`src/sv/rgpg_pkg.sv`:
```
// ----------------------------------------------------------------------------
// rgpg_pkg
// Shared types and constants of the radial gradient pixel generator.
// ----------------------------------------------------------------------------
`default_nettype none

package rgpg_pkg;

	localparam int CoordW   = 12;
	localparam int DimW     = 13;
	localparam int LevelW   = 16;
	localparam int ModeW    = 3;
	localparam int FracBits = 16;
	localparam int MaxDim   = 4096;
	localparam int QuotW    = 2 * FracBits;
	localparam int SqW      = 2 * DimW;
	localparam int DenW     = 2 * SqW - 3;
	localparam int NumW     = 2 * SqW + 1;
	localparam int RemW     = FracBits + 2;
	localparam int AddrW    = 5;
	localparam int DataW    = 32;

	typedef enum logic [ModeW-1:0] {
		SHAPE_CIRCLE  = 3'd0,
		SHAPE_CORNER  = 3'd1,
		SHAPE_ELLIPSE = 3'd2,
		SHAPE_SQUARE  = 3'd3,
		SHAPE_RECT    = 3'd4
	} shape_t;

	localparam logic [2:0] REG_WIDTH  = 3'd0;
	localparam logic [2:0] REG_HEIGHT = 3'd1;
	localparam logic [2:0] REG_LOW    = 3'd2;
	localparam logic [2:0] REG_HIGH   = 3'd3;
	localparam logic [2:0] REG_MODE   = 3'd4;

	typedef struct packed {
		logic [NumW-1:0] num;
		logic [DenW-1:0] den;
		logic            sq;
	} setup_t;

	typedef struct packed {
		logic            sat;
		logic            sq;
		logic [DenW-1:0] r;
		logic [DenW-1:0] den;
		logic [QuotW-1:0] q;
	} div_t;

	typedef struct packed {
		logic                sat;
		logic                sq;
		logic [QuotW-1:0]    rad;
		logic [RemW-1:0]     rem;
		logic [FracBits-1:0] root;
		logic [FracBits-1:0] tdiv;
	} sqrt_t;

endpackage

`default_nettype wire

```
`src/sv/rgpg_sqrt_cell.sv`:
```
// ----------------------------------------------------------------------------
// rgpg_sqrt_cell
// One digit-by-digit square root step: produces one root bit per cell.
// ----------------------------------------------------------------------------
`default_nettype none

module rgpg_sqrt_cell (
	input  wire logic           clk,
	input  wire logic           arst_n,
	input  wire logic           en,
	input  wire logic           vld_i,
	input  rgpg_pkg::sqrt_t     s_i,
	output logic                vld_o,
	output rgpg_pkg::sqrt_t     s_o
);
	import rgpg_pkg::*;

	logic [RemW+1:0] rem_sh, trial, diff;
	logic            take;
	sqrt_t           nxt, s_q;
	logic            vld_q;

	assign rem_sh = {s_i.rem, s_i.rad[QuotW-1:QuotW-2]};
	assign trial  = (RemW+2)'({s_i.root, 2'b01});
	assign diff   = rem_sh - trial;
	assign take   = rem_sh >= trial;

	always_comb begin
		nxt      = s_i;
		nxt.rad  = {s_i.rad[QuotW-3:0], 2'b00};
		nxt.rem  = take ? diff[RemW-1:0] : rem_sh[RemW-1:0];
		nxt.root = {s_i.root[FracBits-2:0], take};
	end

	always_ff @(posedge clk or negedge arst_n) begin
		if (!arst_n) begin
			vld_q <= 1'b0;
		end else if (en) begin
			vld_q <= vld_i;
		end
	end

	always_ff @(posedge clk) begin
		if (en) s_q <= nxt;
	end

	assign vld_o = vld_q;
	assign s_o   = s_q;

endmodule

`default_nettype wire

```
`config.mk`:
```
export PLATFORM = sky130hd
export DESIGN_NAME = rgpg_sqrt_cell
export DESIGN_NICKNAME = d
export VERILOG_FILES = /design/src/sv/rgpg_pkg.sv /design/src/sv/rgpg_sqrt_cell.sv
export SDC_FILE = /design/constraint.sdc
export NUM_CORES = 1
export LEC_CHECK = 0
export ABC_AREA = 1
export BUFFER_PORTS_ARGS = -buffer_cell sky130_fd_sc_hd__buf_2
export CORE_ASPECT_RATIO = 0.75
export CORE_MARGIN = 2
export CORE_UTILIZATION = 50
export CTS_BUF_LIST = sky130_fd_sc_hd__clkbuf_4
export CTS_CLUSTER_DIAMETER = 60
export DETAILED_ROUTE_END_ITERATION = 7
export GPL_TIMING_DRIVEN = 0
export PLACE_DENSITY = 0.84
export SLEW_MARGIN = 20
export SYNTH_ARGS = -nofsm -noshare
export SYNTH_HDL_FRONTEND = slang
export SYNTH_SLANG_ARGS = --single-unit
```
`constraint.sdc`:
```
create_clock -name clk -period 1.69 [get_ports clk]
set_clock_uncertainty 0.1 [all_clocks]
set_input_delay 0.169 -clock clk [delete_from_list [all_inputs] [get_ports clk]]
set_output_delay 0.169 -clock clk [all_outputs]
set_load 0.02 [all_outputs]
```
# Word-level counts from Yosys, hierarchy flattened

Index checks and enable logic that the tools add are counted.

Flip-flop bits (word level): 83
Logic and storage cells: 10

$add $sub $neg: 1
Order comparisons: 1
Muxes and demuxes: 1

Operator list:

| operator         | number |
|---|---|
| $ge A20 B18 Y1   | 1 |
| $mux W18         | 1 |
| $sub A18 B18 Y18 | 1 |

# Longest topological paths before layout

Word-level depth: 2
Mapped depth: 14
Depth with buffers taken out: 13

# Least setup slack after synthesis

Ideal clock, no wire load.

Kind: input-to-reg
From: input s_i[17] (netlist name)
To: register s_q, in the netlist s_o[32], data pin
Arrival time: 1.411 ns
Required time: 1.332 ns
Slack: -0.079 ns
Cell stages on the path: 10
Buffers on the path: 1
Cell sequence: inv_1 ha_1 a21oi_1 nand2_1 nand2_1 nand3b_1 nand2_1 nand2_4 buf_6 xor2_2

RTL lines:

| what                 | line                 | text |
|---|---|---|
| start, declared      | rgpg_sqrt_cell.sv:12 | `input rgpg_pkg::sqrt_t s_i,` |
| end signal, assigned | rgpg_sqrt_cell.sv:44 | `if (en) s_q <= nxt;` |
| end, declared        | rgpg_sqrt_cell.sv:20 | `sqrt_t nxt, s_q;` |

==> run_results.csv <==
group,metric,value,unit
placement,gp_congestion,1.03,
clock_network,post-cts-setup-buffers,0,
die,rows,27,
logic_synthesis,synth_top_area_share,63.0,%
global_route,grt_pass1_wl,18.0,mm
die,die_area,8550,um2
final_layout,post-route-cell-area,6100,um2
logic_synthesis,synthArstFlopShare,1.20,%
logic_synthesis,synth.most_common_cell,"nand2_1",
clock_network,insertion_delay,430,ps
global_route,track_usage,28.2,%
sta,rsz0062_at_grt,"no",
clock_network,clock_path_buffers,2,
logic_synthesis,synth_area_leaders,"edfxtp_1 (63%), nand2_1 (12%), ha_1 (5.8%), inv_1 (4.8%), xor2_1 (1.8%)",
worst_setup_path,r2r_slack,810,ps
final_layout,areaGrowthSynthToFinish,56.0,%
worst_setup_path,max_stage_delay,290,ps
detailed_routing,route.detailed.drc,0,
placement,post-dp-hpwl,7.52,mm
sta,setup_viol,0,
job,drv_cap,0,
logic_synthesis,seq_area_frac_synth,63.6,%
die,chipHeight,80.6,um
worst_setup_path,end_kind,"flop",
detailed_routing,first_pass_iters,5,
global_route,antenna_found_initial,1,
detailed_routing,route.vias.total,3581,
die,die_width,106,um
worst_hold_path,worstHoldPathType,"in2reg",
pwr,ir_drop,0.470,mV
detailed_routing,ant_nets,0,
detailed_routing,drt_iter0_markers,302,
global_route,grt_max_degree,63,
detailed_routing,via_per_inst,4.90,
final_layout,finalNonFillerCells,731,
logic_synthesis,ys_ff_latch,83,
sta,hold_violations,0,
logic_synthesis,synth_area,3910,um2
clock_network,clock-sinks,83,
worst_setup_path,cp_common_cell,"nand2_1",
placement,numPortBuffers,170,
placement,place_area,5120,um2
pwr,powerDensity,837,nW/um2
global_route,grt-ovfl-total,0,
global_route,grt_pass1_vias,3492,
logic_synthesis,synth_top_cell_by_area,"edfxtp_1",
logic_synthesis,synth_edf_count,82,
clock_network,cts_buffers,9,
sta,final_max_slew_viol_count,0,
final_layout,final_nets,731,
logic_synthesis,yosysUniqueCellTypes,26,
worst_setup_path,cp_max_fo,10,
final_layout,final_layout_size_suffix_gt1_share,37.5,%
placement,placedCellCount,632,
placement,place_ws,-377,ps
worst_setup_path,path_cells,"buf_2, inv_1, ha_4, nand2_2, inv_2, nand2_1, nor2_1, nand2_1, nand3b_1, nand2_1, nand2_4, inv_4, buf_6, nand2_1, nand2_1",
sta,period_needed,1620,ps
clock_network,cts_tree,"yes",
die,start_util,52.4,%
logic_synthesis,synth_ff_type,"edfxtp_1",
die,ios,173,
pwr,leakagePower,2.86,nW
die,core,7470,um2
worst_setup_path,start_kind,"primary input",
worst_setup_path,arrival,1710,ps
clock_network,htreeDepth,3,
final_layout,antenna-diode-count,0,
detailed_routing,wl_per_cell,16.3,um
logic_synthesis,postSynthAreaPerCell,10.9,um2
worst_setup_path,crit_type,"in2reg",
final_layout,n_fill_cell,423,
sta,period_share,95.6,%
outcome,run_status,"complete, no violations",
worst_setup_path,cp_slowest_cell,"ha_4",
detailed_routing,drt-total-wl,11.9,mm
logic_synthesis,ys.warnings.count,0,
sta,setup_ws,74.8,ps
clock_network,cts-root-buf,"clkbuf_4",
worst_setup_path,crit_required,1780,ps
sta,fmax,619,MHz
logic_synthesis,syn_inst,359,
logic_synthesis,netlist_top_cells_count,"nand2_1 (122), edfxtp_1 (82), inv_1 (50), ha_1 (18), nor2_1 (16)",
clock_network,clkTransAtPathRegs,150,ps
sta,holdWs,50.5,ps
[worst max-delay path: cells and delay by family]
kind | cells | cell delay [ps]
adder cells (fa/ha/maj) | 1 | 290
AND/OR/NAND/NOR | 9 | 770
buffers and inverters | 5 | 470
[where the power goes]
part / internal, mW / switching [mW]
clock network: 0.459 / 0.735
logic: 0.571 / 0.793
registers: 2.49 / 0.0580
total: 3.52 / 1.59
[state kept, by name (all words and copies together) (netlist names)]
name and count:
s_o 82, vld_o 1
[final timing paths]
path | start | to | cells past startpoint
worst max-delay path | s_i[23] | s_o[47]$_DFFE_PP_ | 15
worst min-delay path | en | s_o[63]$_DFFE_PP_ | 1
worst max register to register | vld_o$_DFFE_PN0P_ | vld_o$_DFFE_PN0P_ | 1
worst min register to register | vld_o$_DFFE_PN0P_ | vld_o$_DFFE_PN0P_ | 1
max in group asynchronous | arst_n | vld_o$_DFFE_PN0P_ | 3
min in group asynchronous | arst_n | vld_o$_DFFE_PN0P_ | 3
[layout by cell type (no fill, tap or decap), drive strengths merged]
cell,count
bufinv,1
dfrtp,1
nand3b,7
xnor2,1
xor2,9
edfxtp,82
a21oi,13
buf,176
clkinv,4
nor2,18
clkinvlp,1
conb,2
mux2,1
nand2,125
a211oi,1
clkbuf,9
inv,52
o21bai,1
nand4,1
ha,18
nand3,18
nor3,2
dlygate4sd3,83
o21ai,4
[layout make-up]
type / instances / area, um2 / area share, %
Sequential cell: 83 / 2490 / 40.8
Timing Repair Buffer: 254 / 1710 / 28.1
Multi-Input combinational cell: 221 / 1380 / 22.7
Inverter: 51 / 194 / 3.18
Tap cell: 101 / 126 / 2.07
Clock inverter: 7 / 76.3 / 1.25
Clock buffer: 9 / 67.6 / 1.11
Buffer: 5 / 52.6 / 0.862
[through the flow]
stage	power [mW]	setup TNS (ps)	util, %
4_1_cts	5.08	0	81.6
2_1_floorplan	3.31	-0.0325	-
5_1_grt	5.32	0	81.7
3_5_place_dp	3.77	-6110	68.6
6_report	5.11	0	81.7
3_3_place_gp	3.72	-29510	68.2
[per-layer routing]
metal / GRT usage (%) / part of all wire, % / vias to the layer above
met5: 0 / 0.11 / -
met2: 50.7 / 51 / 178
met3: 7.55 / 8.0 / 25
met1: 33.7 / 40 / 1664
li1: - / - / 1712
met4: 8.16 / 1.6 / 2
[cells by family (layout without fill, tap and decap cells)]
logic type,count (synthesis),after routing,synth area share (%)
AOI/OAI and AO/OA,19,19,2.56
xor gates and xnor gates,10,10,2.43
adders and majority gates,18,18,5.76
buffers and inverters,56,326,6.21
DFF,83,83,63.6
muxes,1,1,0.288
other,1,2,0.0959
and+or+nand+nor,171,171,19.0
[timing repair]
action                                  CTS  global route
endpoints found under the setup margin    0             3
resized for setup                         0             1
hold endpoints to repair                 82             0
hold buffers                             83             0
Power figures use the tool's default switching activity.
