[src/sv/rgpg_pkg.sv]
// ----------------------------------------------------------------------------
// rgpg_pkg
// Shared types and constants of the radial gradient pixel generator.
// ----------------------------------------------------------------------------
`default_nettype none

package rgpg_pkg;

	localparam int CoordW   = 12;
	localparam int DimW     = 13;
	localparam int LevelW   = 16;
	localparam int ModeW    = 3;
	localparam int FracBits = 16;
	localparam int MaxDim   = 4096;
	localparam int QuotW    = 2 * FracBits;
	localparam int SqW      = 2 * DimW;
	localparam int DenW     = 2 * SqW - 3;
	localparam int NumW     = 2 * SqW + 1;
	localparam int RemW     = FracBits + 2;
	localparam int AddrW    = 5;
	localparam int DataW    = 32;

	typedef enum logic [ModeW-1:0] {
		SHAPE_CIRCLE  = 3'd0,
		SHAPE_CORNER  = 3'd1,
		SHAPE_ELLIPSE = 3'd2,
		SHAPE_SQUARE  = 3'd3,
		SHAPE_RECT    = 3'd4
	} shape_t;

	localparam logic [2:0] REG_WIDTH  = 3'd0;
	localparam logic [2:0] REG_HEIGHT = 3'd1;
	localparam logic [2:0] REG_LOW    = 3'd2;
	localparam logic [2:0] REG_HIGH   = 3'd3;
	localparam logic [2:0] REG_MODE   = 3'd4;

	typedef struct packed {
		logic [NumW-1:0] num;
		logic [DenW-1:0] den;
		logic            sq;
	} setup_t;

	typedef struct packed {
		logic            sat;
		logic            sq;
		logic [DenW-1:0] r;
		logic [DenW-1:0] den;
		logic [QuotW-1:0] q;
	} div_t;

	typedef struct packed {
		logic                sat;
		logic                sq;
		logic [QuotW-1:0]    rad;
		logic [RemW-1:0]     rem;
		logic [FracBits-1:0] root;
		logic [FracBits-1:0] tdiv;
	} sqrt_t;

endpackage

`default_nettype wire

[src/sv/rgpg_div_cell.sv]
// ----------------------------------------------------------------------------
// rgpg_div_cell
// One restoring division step: produces one quotient bit per cell.
// ----------------------------------------------------------------------------
`default_nettype none

module rgpg_div_cell (
	input  wire logic           clk,
	input  wire logic           arst_n,
	input  wire logic           en,
	input  wire logic           vld_i,
	input  rgpg_pkg::div_t      d_i,
	output logic                vld_o,
	output rgpg_pkg::div_t      d_o
);
	import rgpg_pkg::*;

	logic [DenW:0] r2, diff;
	logic          take;
	div_t          nxt, d_q;
	logic          vld_q;

	assign r2   = {d_i.r, 1'b0};
	assign diff = r2 - {1'b0, d_i.den};
	assign take = r2 >= {1'b0, d_i.den};

	always_comb begin
		nxt   = d_i;
		nxt.r = take ? diff[DenW-1:0] : r2[DenW-1:0];
		nxt.q = {d_i.q[QuotW-2:0], take};
	end

	always_ff @(posedge clk or negedge arst_n) begin
		if (!arst_n) begin
			vld_q <= 1'b0;
		end else if (en) begin
			vld_q <= vld_i;
		end
	end

	always_ff @(posedge clk) begin
		if (en) d_q <= nxt;
	end

	assign vld_o = vld_q;
	assign d_o   = d_q;

endmodule

`default_nettype wire

[config.mk]
export PLATFORM = sky130hd
export DESIGN_NAME = rgpg_div_cell
export DESIGN_NICKNAME = d
export VERILOG_FILES = /design/src/sv/rgpg_pkg.sv /design/src/sv/rgpg_div_cell.sv
export SDC_FILE = /design/constraint.sdc
export NUM_CORES = 1
export LEC_CHECK = 0
export ABC_AREA = 1
export BUFFER_PORTS_ARGS = -buffer_cell sky130_fd_sc_hd__clkbuf_2
export CORE_MARGIN = 1.5
export CORE_UTILIZATION = 58
export DETAILED_ROUTE_END_ITERATION = 16
export PLACE_DENSITY = 0.95
export SLEW_MARGIN = 5
export SYNTH_ARGS = -nofsm -noshare
export SYNTH_HDL_FRONTEND = slang
export SYNTH_SLANG_ARGS = --single-unit
[constraint.sdc]
create_clock -name clk -period 2.1 [get_ports clk]
set_input_delay 0.315 -clock clk [delete_from_list [all_inputs] [get_ports clk]]
set_output_delay 0.315 -clock clk [all_outputs]
set_load 0.05 [all_outputs]
Word level (Yosys, flattened, before mapping)
Index checks and enable logic that the tools add are counted.
- mux-type cells: 1
- magnitude comparators: 1
- add/subtract/negate cells: 1
- operators by type and width (operator ; number):
    $ge A50 B49 Y1 ; 1
    $mux W49 ; 1
    $sub A49 B49 Y49 ; 1
- word-level logic and storage cells: 10
- register bits after elaboration: 133
- input port bits: 136
- output and inout bits: 133

Longest topological paths before layout
Gate-level depths: netlist (run 1).
- word-level depth: 2
- mapped depth: 17
- gate-level depth less buffers: 16

Least setup slack after synthesis (run 1)
OpenSTA, ideal clock, no wires.
- path type: in2reg
- start: input d_i[69] (netlist bit)
- end: register d_q, in the netlist d_o[109] (data pin)
- stages: 11
- arrival time: 1802 ps
- path buffers: 2
- slack: 45 ps
- path through: inv_1 > ha_1 > nand2_1 > nor2_1 > nand2_1 > nor4_4 > nand3_2 > buf_4 > buf_6 > nand4_1 > nand2_1
- RTL lines (item ; RTL line ; source):
    start: declaration ; rgpg_div_cell.sv:12 ; input rgpg_pkg::div_t d_i,
    end signal: assignment ; rgpg_div_cell.sv:42 ; if (en) d_q <= nxt;
    end: declaration ; rgpg_div_cell.sv:20 ; div_t nxt, d_q;

==> impl_metrics.prom, run 1 <==
# TYPE chip_impl_metric gauge
chip_impl_info{name="run_status",value="finished clean"} 1
chip_impl_metric{name="clkSlewWorstSetupHoldPaths",unit="ns"} 0.06
chip_impl_metric{name="ctsLongestPathBuffers",unit=""} 2
chip_impl_metric{name="route.vias.total",unit=""} 10300
chip_impl_metric{name="register_bit_count_reported_by_yosys",unit=""} 133
chip_impl_metric{name="numCtsBuffers",unit=""} 17
chip_impl_info{name="synth_top_cell_by_area",value="sky130_fd_sc_hd__edfxtp_1"} 1
chip_impl_info{name="most-common-layout-cells",value="sky130_fd_sc_hd__nand2_1 (537), sky130_fd_sc_hd__inv_1 (289), sky130_fd_sc_hd__clkbuf_2 (266), sky130_fd_sc_hd__edfxtp_1 (132), sky130_fd_sc_hd__buf_4 (126)"} 1
chip_impl_metric{name="internal-power",unit="uW"} 5850
chip_impl_info{name="clock-root-buffer",value="sky130_fd_sc_hd__clkbuf_16"} 1
chip_impl_metric{name="yosys.area.top_type_share",unit=""} 0.422
chip_impl_metric{name="p_sw",unit="uW"} 3650
chip_impl_info{name="cts_tree",value="yes"} 1
chip_impl_metric{name="wl",unit="um"} 28800
chip_impl_info{name="end_kind",value="register"} 1
chip_impl_metric{name="number_of_i_o_pins",unit=""} 269
chip_impl_metric{name="ant_nets",unit=""} 0
chip_impl_metric{name="max-slew-margin-rel",unit=""} 0.775
chip_impl_info{name="timing.hold.worst_endpoint",value="d_o[13]"} 1
chip_impl_metric{name="fin_worst_hold_slack",unit="ns"} 0.0529
chip_impl_metric{name="switching_share",unit=""} 0.384
chip_impl_metric{name="global_route.usage.total",unit=""} 0.341
chip_impl_metric{name="leakage",unit="uW"} 0.00723
chip_impl_metric{name="synth-edff-count",unit=""} 132
chip_impl_metric{name="synthesis.area_per_instance",unit="um^2"} 7.15
chip_impl_info{name="rr_endpoint",value="vld_o"} 1
chip_impl_metric{name="filler_cell_count",unit=""} 1048
chip_impl_metric{name="area_of_the_core",unit="um^2"} 15800
chip_impl_metric{name="final-setup-viol-count",unit=""} 0
chip_impl_metric{name="buffer_ports.inserted",unit=""} 267
chip_impl_metric{name="fraction_of_final_layout_cells_with_drive_strength_greater_than_1",unit=""} 0.265
chip_impl_info{name="worst_setup_path_start_kind",value="input port"} 1
chip_impl_metric{name="die_h",unit="um"} 130
chip_impl_metric{name="grt_start_max_net_pins",unit=""} 50
chip_impl_metric{name="hold-path-cell-count",unit=""} 1
chip_impl_metric{name="achievable-frequency",unit="GHz"} 0.492
chip_impl_metric{name="globalRoute.totalOverflow",unit=""} 0
chip_impl_metric{name="seq_power_share",unit=""} 0.351
chip_impl_metric{name="post_layout_nonfiller_instances",unit=""} 1942
chip_impl_metric{name="detailedPlacementHpwl",unit="um"} 22200
chip_impl_metric{name="first_global_vias",unit=""} 10000
chip_impl_metric{name="max_cap_viol_count",unit=""} 0
chip_impl_info{name="crit-reg2reg-launch",value="vld_o"} 1
chip_impl_metric{name="synthesis.nets",unit=""} 1499
chip_impl_metric{name="final_max_slew_viol_count",unit=""} 0
chip_impl_metric{name="avgViaCountPerCell",unit=""} 5.29
chip_impl_metric{name="clock_insertion_delay_worst_skew",unit="ns"} 0.43
chip_impl_metric{name="finalHoldViolCount",unit=""} 0
chip_impl_metric{name="layout_min_cycle_time",unit="ns"} 2.03
chip_impl_metric{name="worst_slack",unit="ns"} 0.0680
chip_impl_metric{name="share_of_synthesized_area_occupied_by_flip_flops_and_latches",unit=""} 0.425
chip_impl_metric{name="x_dimension_of_the_die",unit="um"} 130
chip_impl_metric{name="cts.sinks",unit=""} 133
chip_impl_metric{name="post_synth_instance_area",unit="um^2"} 9390
chip_impl_metric{name="worstMarginPinSlew",unit="ns"} 0.338
chip_impl_metric{name="area.growth.synth_to_final",unit="%"} 34.2
chip_impl_metric{name="postSynth.asyncResetShare",unit=""} 0.00752
chip_impl_metric{name="yosys_warnings",unit=""} 0
chip_impl_metric{name="nNetsFinal",unit=""} 1899
chip_impl_metric{name="placement_rows",unit=""} 46
chip_impl_metric{name="drt_pre_antenna_iters",unit=""} 6
chip_impl_info{name="most_common_cell_after_layout_fill_and_taps_aside",value="sky130_fd_sc_hd__nand2_1"} 1
chip_impl_metric{name="ratio_of_final_minimum_period_to_clock_period",unit=""} 0.968
chip_impl_metric{name="pwr_density_cell",unit="nW/um^2"} 754
chip_impl_metric{name="worst_case_register_to_register_setup_slack",unit="ns"} 1.36
chip_impl_metric{name="number_of_cells_on_the_worst_reg_to_reg_path",unit=""} 1
chip_impl_metric{name="arrival",unit="ns"} 2.22
chip_impl_metric{name="combPwrFrac",unit=""} 0.346
chip_impl_metric{name="floorplan.initialDensity",unit=""} 0.594
chip_impl_metric{name="clkPwrFrac",unit=""} 0.303
chip_impl_metric{name="wl_per_cell",unit="um"} 14.8
chip_impl_metric{name="first_pass_grt_wire_length",unit="um"} 45100
chip_impl_metric{name="cts_max_level",unit=""} 4
chip_impl_metric{name="stdcell_area",unit="um^2"} 12600
chip_impl_info{name="holdCritPathClass",value="input port to register"} 1
chip_impl_metric{name="worst-path-max-fanout",unit=""} 3
chip_impl_info{name="timing.setup.critical_path_class",value="input port to register"} 1
chip_impl_metric{name="dpl_ws",unit="ns"} -0.354
chip_impl_metric{name="n_antenna_cell",unit=""} 0
chip_impl_metric{name="gpl.final_weighted_congestion",unit=""} 1.10
chip_impl_metric{name="dr.first_iter.drc_count",unit=""} 1090
chip_impl_metric{name="post_synth_inst_count",unit=""} 1313
chip_impl_metric{name="cp_data_required_time",unit="ns"} 2.29
chip_impl_info{name="synth_top_cells_by_area",value="sky130_fd_sc_hd__edfxtp_1 (42%), sky130_fd_sc_hd__nand2_1 (22%), sky130_fd_sc_hd__inv_1 (12%)"} 1
chip_impl_info{name="synth_top_flop_cell",value="sky130_fd_sc_hd__edfxtp_1"} 1
chip_impl_metric{name="dieArea",unit="um^2"} 17000
chip_impl_metric{name="worst_clock_skew",unit="ns"} 0
chip_impl_metric{name="worst_ir_drop_vdd",unit="uV"} 570
chip_impl_metric{name="dpl-instance-area",unit="um^2"} 12000
chip_impl_metric{name="post-route-drc-count",unit=""} 0
chip_impl_metric{name="antenna_found_initial",unit=""} 0
chip_impl_metric{name="number_of_library_cell_types_mapped_by_synthesis",unit=""} 31
chip_impl_metric{name="dp_cells",unit=""} 1908
chip_impl_info{name="hold_path.startpoint",value="d_i[12]"} 1
[cells by family (layout without fill, tap and decap cells)]
| group | after synthesis | count (layout) | synth area share |
|---|---|---|---|
| AND/OR/NAND/NOR | 761 | 761 | 0.335 |
| buffers and inverters | 311 | 724 | 0.130 |
| flip-flops | 133 | 133 | 0.425 |
| adder cells (fa/ha/maj) | 50 | 50 | 0.0674 |
| AO/OA/AOI/OAI | 32 | 32 | 0.0188 |
| XOR/XNOR | 25 | 25 | 0.0233 |
| multiplexers | 1 | 1 | 0.00120 |
[routing by layer]
| metal | GRT usage | up-vias | routed length, um |
|---|---|---|---|
| met1 | 0.388 | 4576 | 10500 |
| li1 | - | 4886 | - |
| met5 | 0 | - | 0 |
| met2 | 0.572 | 661 | 13500 |
| met4 | 0.205 | 0 | 1430 |
| met3 | 0.0959 | 156 | 3320 |
[power groups by stage]
stage,registers [uW],clock network (uW),logic (uW)
after floorplan,4360,0,1100
after global placement,3380,0,3090
after detailed placement,3390,0,3180
after CTS,3340,2910,3220
after global routing,3360,3020,3520
final,3340,2880,3290
[worst max-delay path by stage]
stage	startpoint	endpoint	slack [ns]	depth (start not counted)
6_report	d_i[33]	d_o[113]	0.07	14
5_1_grt	d_i[38]	d_o[128]	-0.01	17
4_1_cts	d_i[67]	d_o[86]	0.14	12
3_5_place_dp	d_i[48]	d_o[129]	-0.35	11
3_3_place_gp	d_i[57]	d_o[115]	-0.20	16
2_1_floorplan	d_i[69]	d_o[109]	0.04	11
[cell usage after synthesis (6+ instances only)]
| cell | n |
|---|---|
| sky130_fd_sc_hd__nor2_1 | 98 |
| sky130_fd_sc_hd__nand3_1 | 44 |
| sky130_fd_sc_hd__ha_1 | 49 |
| sky130_fd_sc_hd__nand2_1 | 540 |
| sky130_fd_sc_hd__a21oi_1 | 26 |
| sky130_fd_sc_hd__inv_1 | 289 |
| sky130_fd_sc_hd__edfxtp_1 | 132 |
| sky130_fd_sc_hd__xor2_1 | 24 |
| sky130_fd_sc_hd__and2_1 | 6 |
| sky130_fd_sc_hd__clkbuf_1 | 6 |
| sky130_fd_sc_hd__nand4_1 | 59 |
| sky130_fd_sc_hd__buf_4 | 9 |
[through the flow]
step	total power [uW]	TNS [ns]	utilization
3_5_place_dp	6580	-15.48	0.757
3_3_place_gp	6470	-9.15	0.757
5_1_grt	9910	-0.0459	0.796
6_report	9500	0	0.796
4_1_cts	9470	0	0.794
2_1_floorplan	5470	0	-
[registers in the layout, summed over array words and instances, names as in the netlist]
name	flops
d_o	132
vld_o	1
[area by class of cell]
cell class / instances / area [um^2] / area share
clock buffer: 18 / 439 / 0.0348
clock inverter: 14 / 131 / 0.0104
inverter: 290 / 1090 / 0.0864
multi-input combinational: 869 / 4230 / 0.335
sequential: 133 / 3990 / 0.316
tap: 216 / 270 / 0.0214
timing repair buffer: 402 / 2460 / 0.195
[repair_timing]
action,in CTS,in global routing
gates resized for setup,0,13
setup buffers,0,1
endpoints found under the hold margin,1,0
endpoints found under the setup margin,0,23
hold buffers,1,0
[critical path, cell delays in order]
cell and delay [ns]:
sky130_fd_sc_hd__clkbuf_2 0.13, sky130_fd_sc_hd__fa_1 0.45, sky130_fd_sc_hd__inv_1 0.15, sky130_fd_sc_hd__nand2_1 0.08, sky130_fd_sc_hd__nand2_1 0.09, sky130_fd_sc_hd__nand3_1 0.09
sky130_fd_sc_hd__nand2_1 0.18, sky130_fd_sc_hd__nand2_1 0.08, sky130_fd_sc_hd__nand2_1 0.19, sky130_fd_sc_hd__nand2_1 0.10, sky130_fd_sc_hd__nand4_1 0.09, sky130_fd_sc_hd__nand2_1 0.12
sky130_fd_sc_hd__nand2_1 0.10, sky130_fd_sc_hd__nand2_1 0.05
Note: power is estimated with default switching activity, not from simulation.
==> run 2, diff against run 1 <==
Settings changed: REMOVE_ABC_BUFFERS set to 1.
Clock period 2.1 ns to 2.65 ns, I/O delays scaled along.
==> impl_metrics.prom, run 2 (synthesized netlist as in run 1, its figures left out) <==
# TYPE chip_impl_metric gauge
chip_impl_info{name="holdCritPathClass",value="input port to register"} 1
chip_impl_metric{name="clkSlewWorstSetupHoldPaths",unit="ns"} 0.07
chip_impl_metric{name="route.vias.total",unit=""} 9686
chip_impl_metric{name="gpl.final_weighted_congestion",unit=""} 0.976
chip_impl_metric{name="fin_worst_hold_slack",unit="ns"} 0.142
chip_impl_metric{name="final_max_slew_viol_count",unit=""} 0
chip_impl_metric{name="arrival",unit="ns"} 2.60
chip_impl_info{name="timing.setup.critical_path_class",value="input port to register"} 1
chip_impl_info{name="setup_repair_after_global_routing_missed_its_margin",value="no"} 1
chip_impl_metric{name="clock_insertion_delay_worst_skew",unit="ns"} 0.42
chip_impl_metric{name="antenna_found_initial",unit=""} 0
chip_impl_metric{name="stdcell_area",unit="um^2"} 11700
chip_impl_metric{name="area_of_the_core",unit="um^2"} 15800
chip_impl_metric{name="final-setup-viol-count",unit=""} 0
chip_impl_metric{name="global_route.usage.total",unit=""} 0.378
chip_impl_metric{name="x_dimension_of_the_die",unit="um"} 130
chip_impl_metric{name="ctsLongestPathBuffers",unit=""} 2
chip_impl_metric{name="cts_max_level",unit=""} 4
chip_impl_metric{name="first_pass_grt_wire_length",unit="um"} 48300
chip_impl_metric{name="max-slew-margin-rel",unit=""} 0.611
chip_impl_metric{name="wl",unit="um"} 31400
chip_impl_metric{name="nNetsFinal",unit=""} 1787
chip_impl_metric{name="worst-path-max-fanout",unit=""} 26
chip_impl_metric{name="drt_pre_antenna_iters",unit=""} 6
chip_impl_metric{name="worst_ir_drop_vdd",unit="uV"} 439
chip_impl_metric{name="dp_cells",unit=""} 1797
chip_impl_metric{name="floorplan.initialDensity",unit=""} 0.594
chip_impl_metric{name="placement_rows",unit=""} 46
chip_impl_metric{name="worstMarginPinSlew",unit="ns"} 0.584
chip_impl_metric{name="worst_clock_skew",unit="ns"} 0
chip_impl_info{name="most_common_cell_after_layout_fill_and_taps_aside",value="sky130_fd_sc_hd__nand2_1"} 1
chip_impl_metric{name="total_power",unit="uW"} 7360
chip_impl_metric{name="number_of_cells_on_the_worst_reg_to_reg_path",unit=""} 1
chip_impl_metric{name="finalHoldViolCount",unit=""} 0
chip_impl_metric{name="largest_register_ff_count",unit=""} 132
chip_impl_info{name="most-common-layout-cells",value="sky130_fd_sc_hd__nand2_1 (540), sky130_fd_sc_hd__inv_1 (289), sky130_fd_sc_hd__clkbuf_2 (266), sky130_fd_sc_hd__edfxtp_1 (132), sky130_fd_sc_hd__nor2_1 (98)"} 1
chip_impl_metric{name="grt_start_max_net_pins",unit=""} 62
chip_impl_metric{name="dpl-instance-area",unit="um^2"} 11100
chip_impl_metric{name="n_antenna_cell",unit=""} 0
chip_impl_metric{name="pwr_density_cell",unit="nW/um^2"} 630
chip_impl_metric{name="first_global_vias",unit=""} 9347
chip_impl_metric{name="leakage",unit="uW"} 0.00666
chip_impl_metric{name="max_cap_viol_count",unit=""} 0
chip_impl_metric{name="cp_data_required_time",unit="ns"} 2.92
chip_impl_metric{name="post-route-drc-count",unit=""} 0
chip_impl_metric{name="achievable-frequency",unit="GHz"} 0.430
chip_impl_metric{name="die_h",unit="um"} 130
chip_impl_metric{name="post_layout_nonfiller_instances",unit=""} 1830
chip_impl_metric{name="hold-path-cell-count",unit=""} 1
chip_impl_info{name="end_kind",value="register"} 1
chip_impl_metric{name="ratio_of_final_minimum_period_to_clock_period",unit=""} 0.877
chip_impl_metric{name="numCtsBuffers",unit=""} 17
chip_impl_metric{name="post-cts-setup-buffers",unit=""} 0
chip_impl_info{name="clock-root-buffer",value="sky130_fd_sc_hd__clkbuf_16"} 1
chip_impl_metric{name="filler_cell_count",unit=""} 1245
chip_impl_metric{name="dr.first_iter.drc_count",unit=""} 988
chip_impl_metric{name="globalRoute.totalOverflow",unit=""} 0
chip_impl_metric{name="dieArea",unit="um^2"} 17000
chip_impl_metric{name="fraction_of_final_layout_cells_with_drive_strength_greater_than_1",unit=""} 0.206
chip_impl_metric{name="number_of_i_o_pins",unit=""} 269
chip_impl_info{name="cts_tree",value="yes"} 1
chip_impl_metric{name="buffer_ports.inserted",unit=""} 267
chip_impl_info{name="worst_setup_path_start_kind",value="input port"} 1
chip_impl_metric{name="layout_min_cycle_time",unit="ns"} 2.32
chip_impl_metric{name="ant_nets",unit=""} 0
chip_impl_metric{name="avgViaCountPerCell",unit=""} 5.29
chip_impl_info{name="run_status",value="finished clean"} 1
chip_impl_metric{name="detailedPlacementHpwl",unit="um"} 24300
chip_impl_metric{name="cts.sinks",unit=""} 133
chip_impl_metric{name="area.growth.synth_to_final",unit="%"} 24.4
chip_impl_metric{name="wl_per_cell",unit="um"} 17.1
[run 2: final cells by class]
class	instances	area, um^2	share of cell area
inverter	290	1090	0.0931
sequential	133	3990	0.341
clock buffer	18	439	0.0376
timing repair buffer	290	1580	0.135
multi-input combinational	869	4190	0.359
clock inverter	14	131	0.0112
tap	216	270	0.0231
[run 2: worst max-delay path: stages]
cell	delay (ns)
sky130_fd_sc_hd__clkbuf_2	0.10
sky130_fd_sc_hd__inv_1	0.05
sky130_fd_sc_hd__ha_1	0.38
sky130_fd_sc_hd__nand2_1	0.15
sky130_fd_sc_hd__nor2_1	0.24
sky130_fd_sc_hd__nand2_1	0.16
sky130_fd_sc_hd__nor4_4	0.23
sky130_fd_sc_hd__nand3_2	0.25
sky130_fd_sc_hd__nand3_2	0.20
sky130_fd_sc_hd__buf_12	0.18
sky130_fd_sc_hd__nand2_1	0.10
sky130_fd_sc_hd__nand2_1	0.14
[run 2: final timing paths]
kind                              start       end  slack [ns]
min in group asynchronous        arst_n     vld_o        0.30
worst max-delay path            d_i[68]  d_o[103]        0.33
worst max register to register    vld_o     vld_o        1.87
max in group asynchronous        arst_n     vld_o        2.26
worst min register to register    vld_o     vld_o        0.55
worst min-delay path             d_i[2]    d_o[3]        0.14
[run 2: where the power goes]
group          internal, uW  switching (uW)  leakage [uW]  total, uW
logic                   610            1780       0.00508       2390
registers              2580            71.3       0.00130       2660
clock network          1260            1050      0.000278       2320
[run 2: timing repair]
item / 4_1_cts / 5_1_grt
endpoints found under the hold margin: 1 / 0
hold buffers: 1 / 0
gates resized for setup: 0 / 0
[run 2: per-stage QoR]
stage | setup slack, ns | utilization | setup TNS [ns]
after floorplan | -1.02 | - | -50.09
after global placement | -0.000325 | 0.702 | -0.000325
after detailed placement | -0.0502 | 0.702 | -0.250
after CTS | 0.358 | 0.739 | 0
after global routing | 0.210 | 0.739 | 0
final | 0.325 | 0.739 | 0
[run 2: layer usage]
metal	wire length, um	track usage
met5	0	0
met4	1160	0.167
met3	3010	0.0791
met2	15000	0.638
met1	12200	0.468
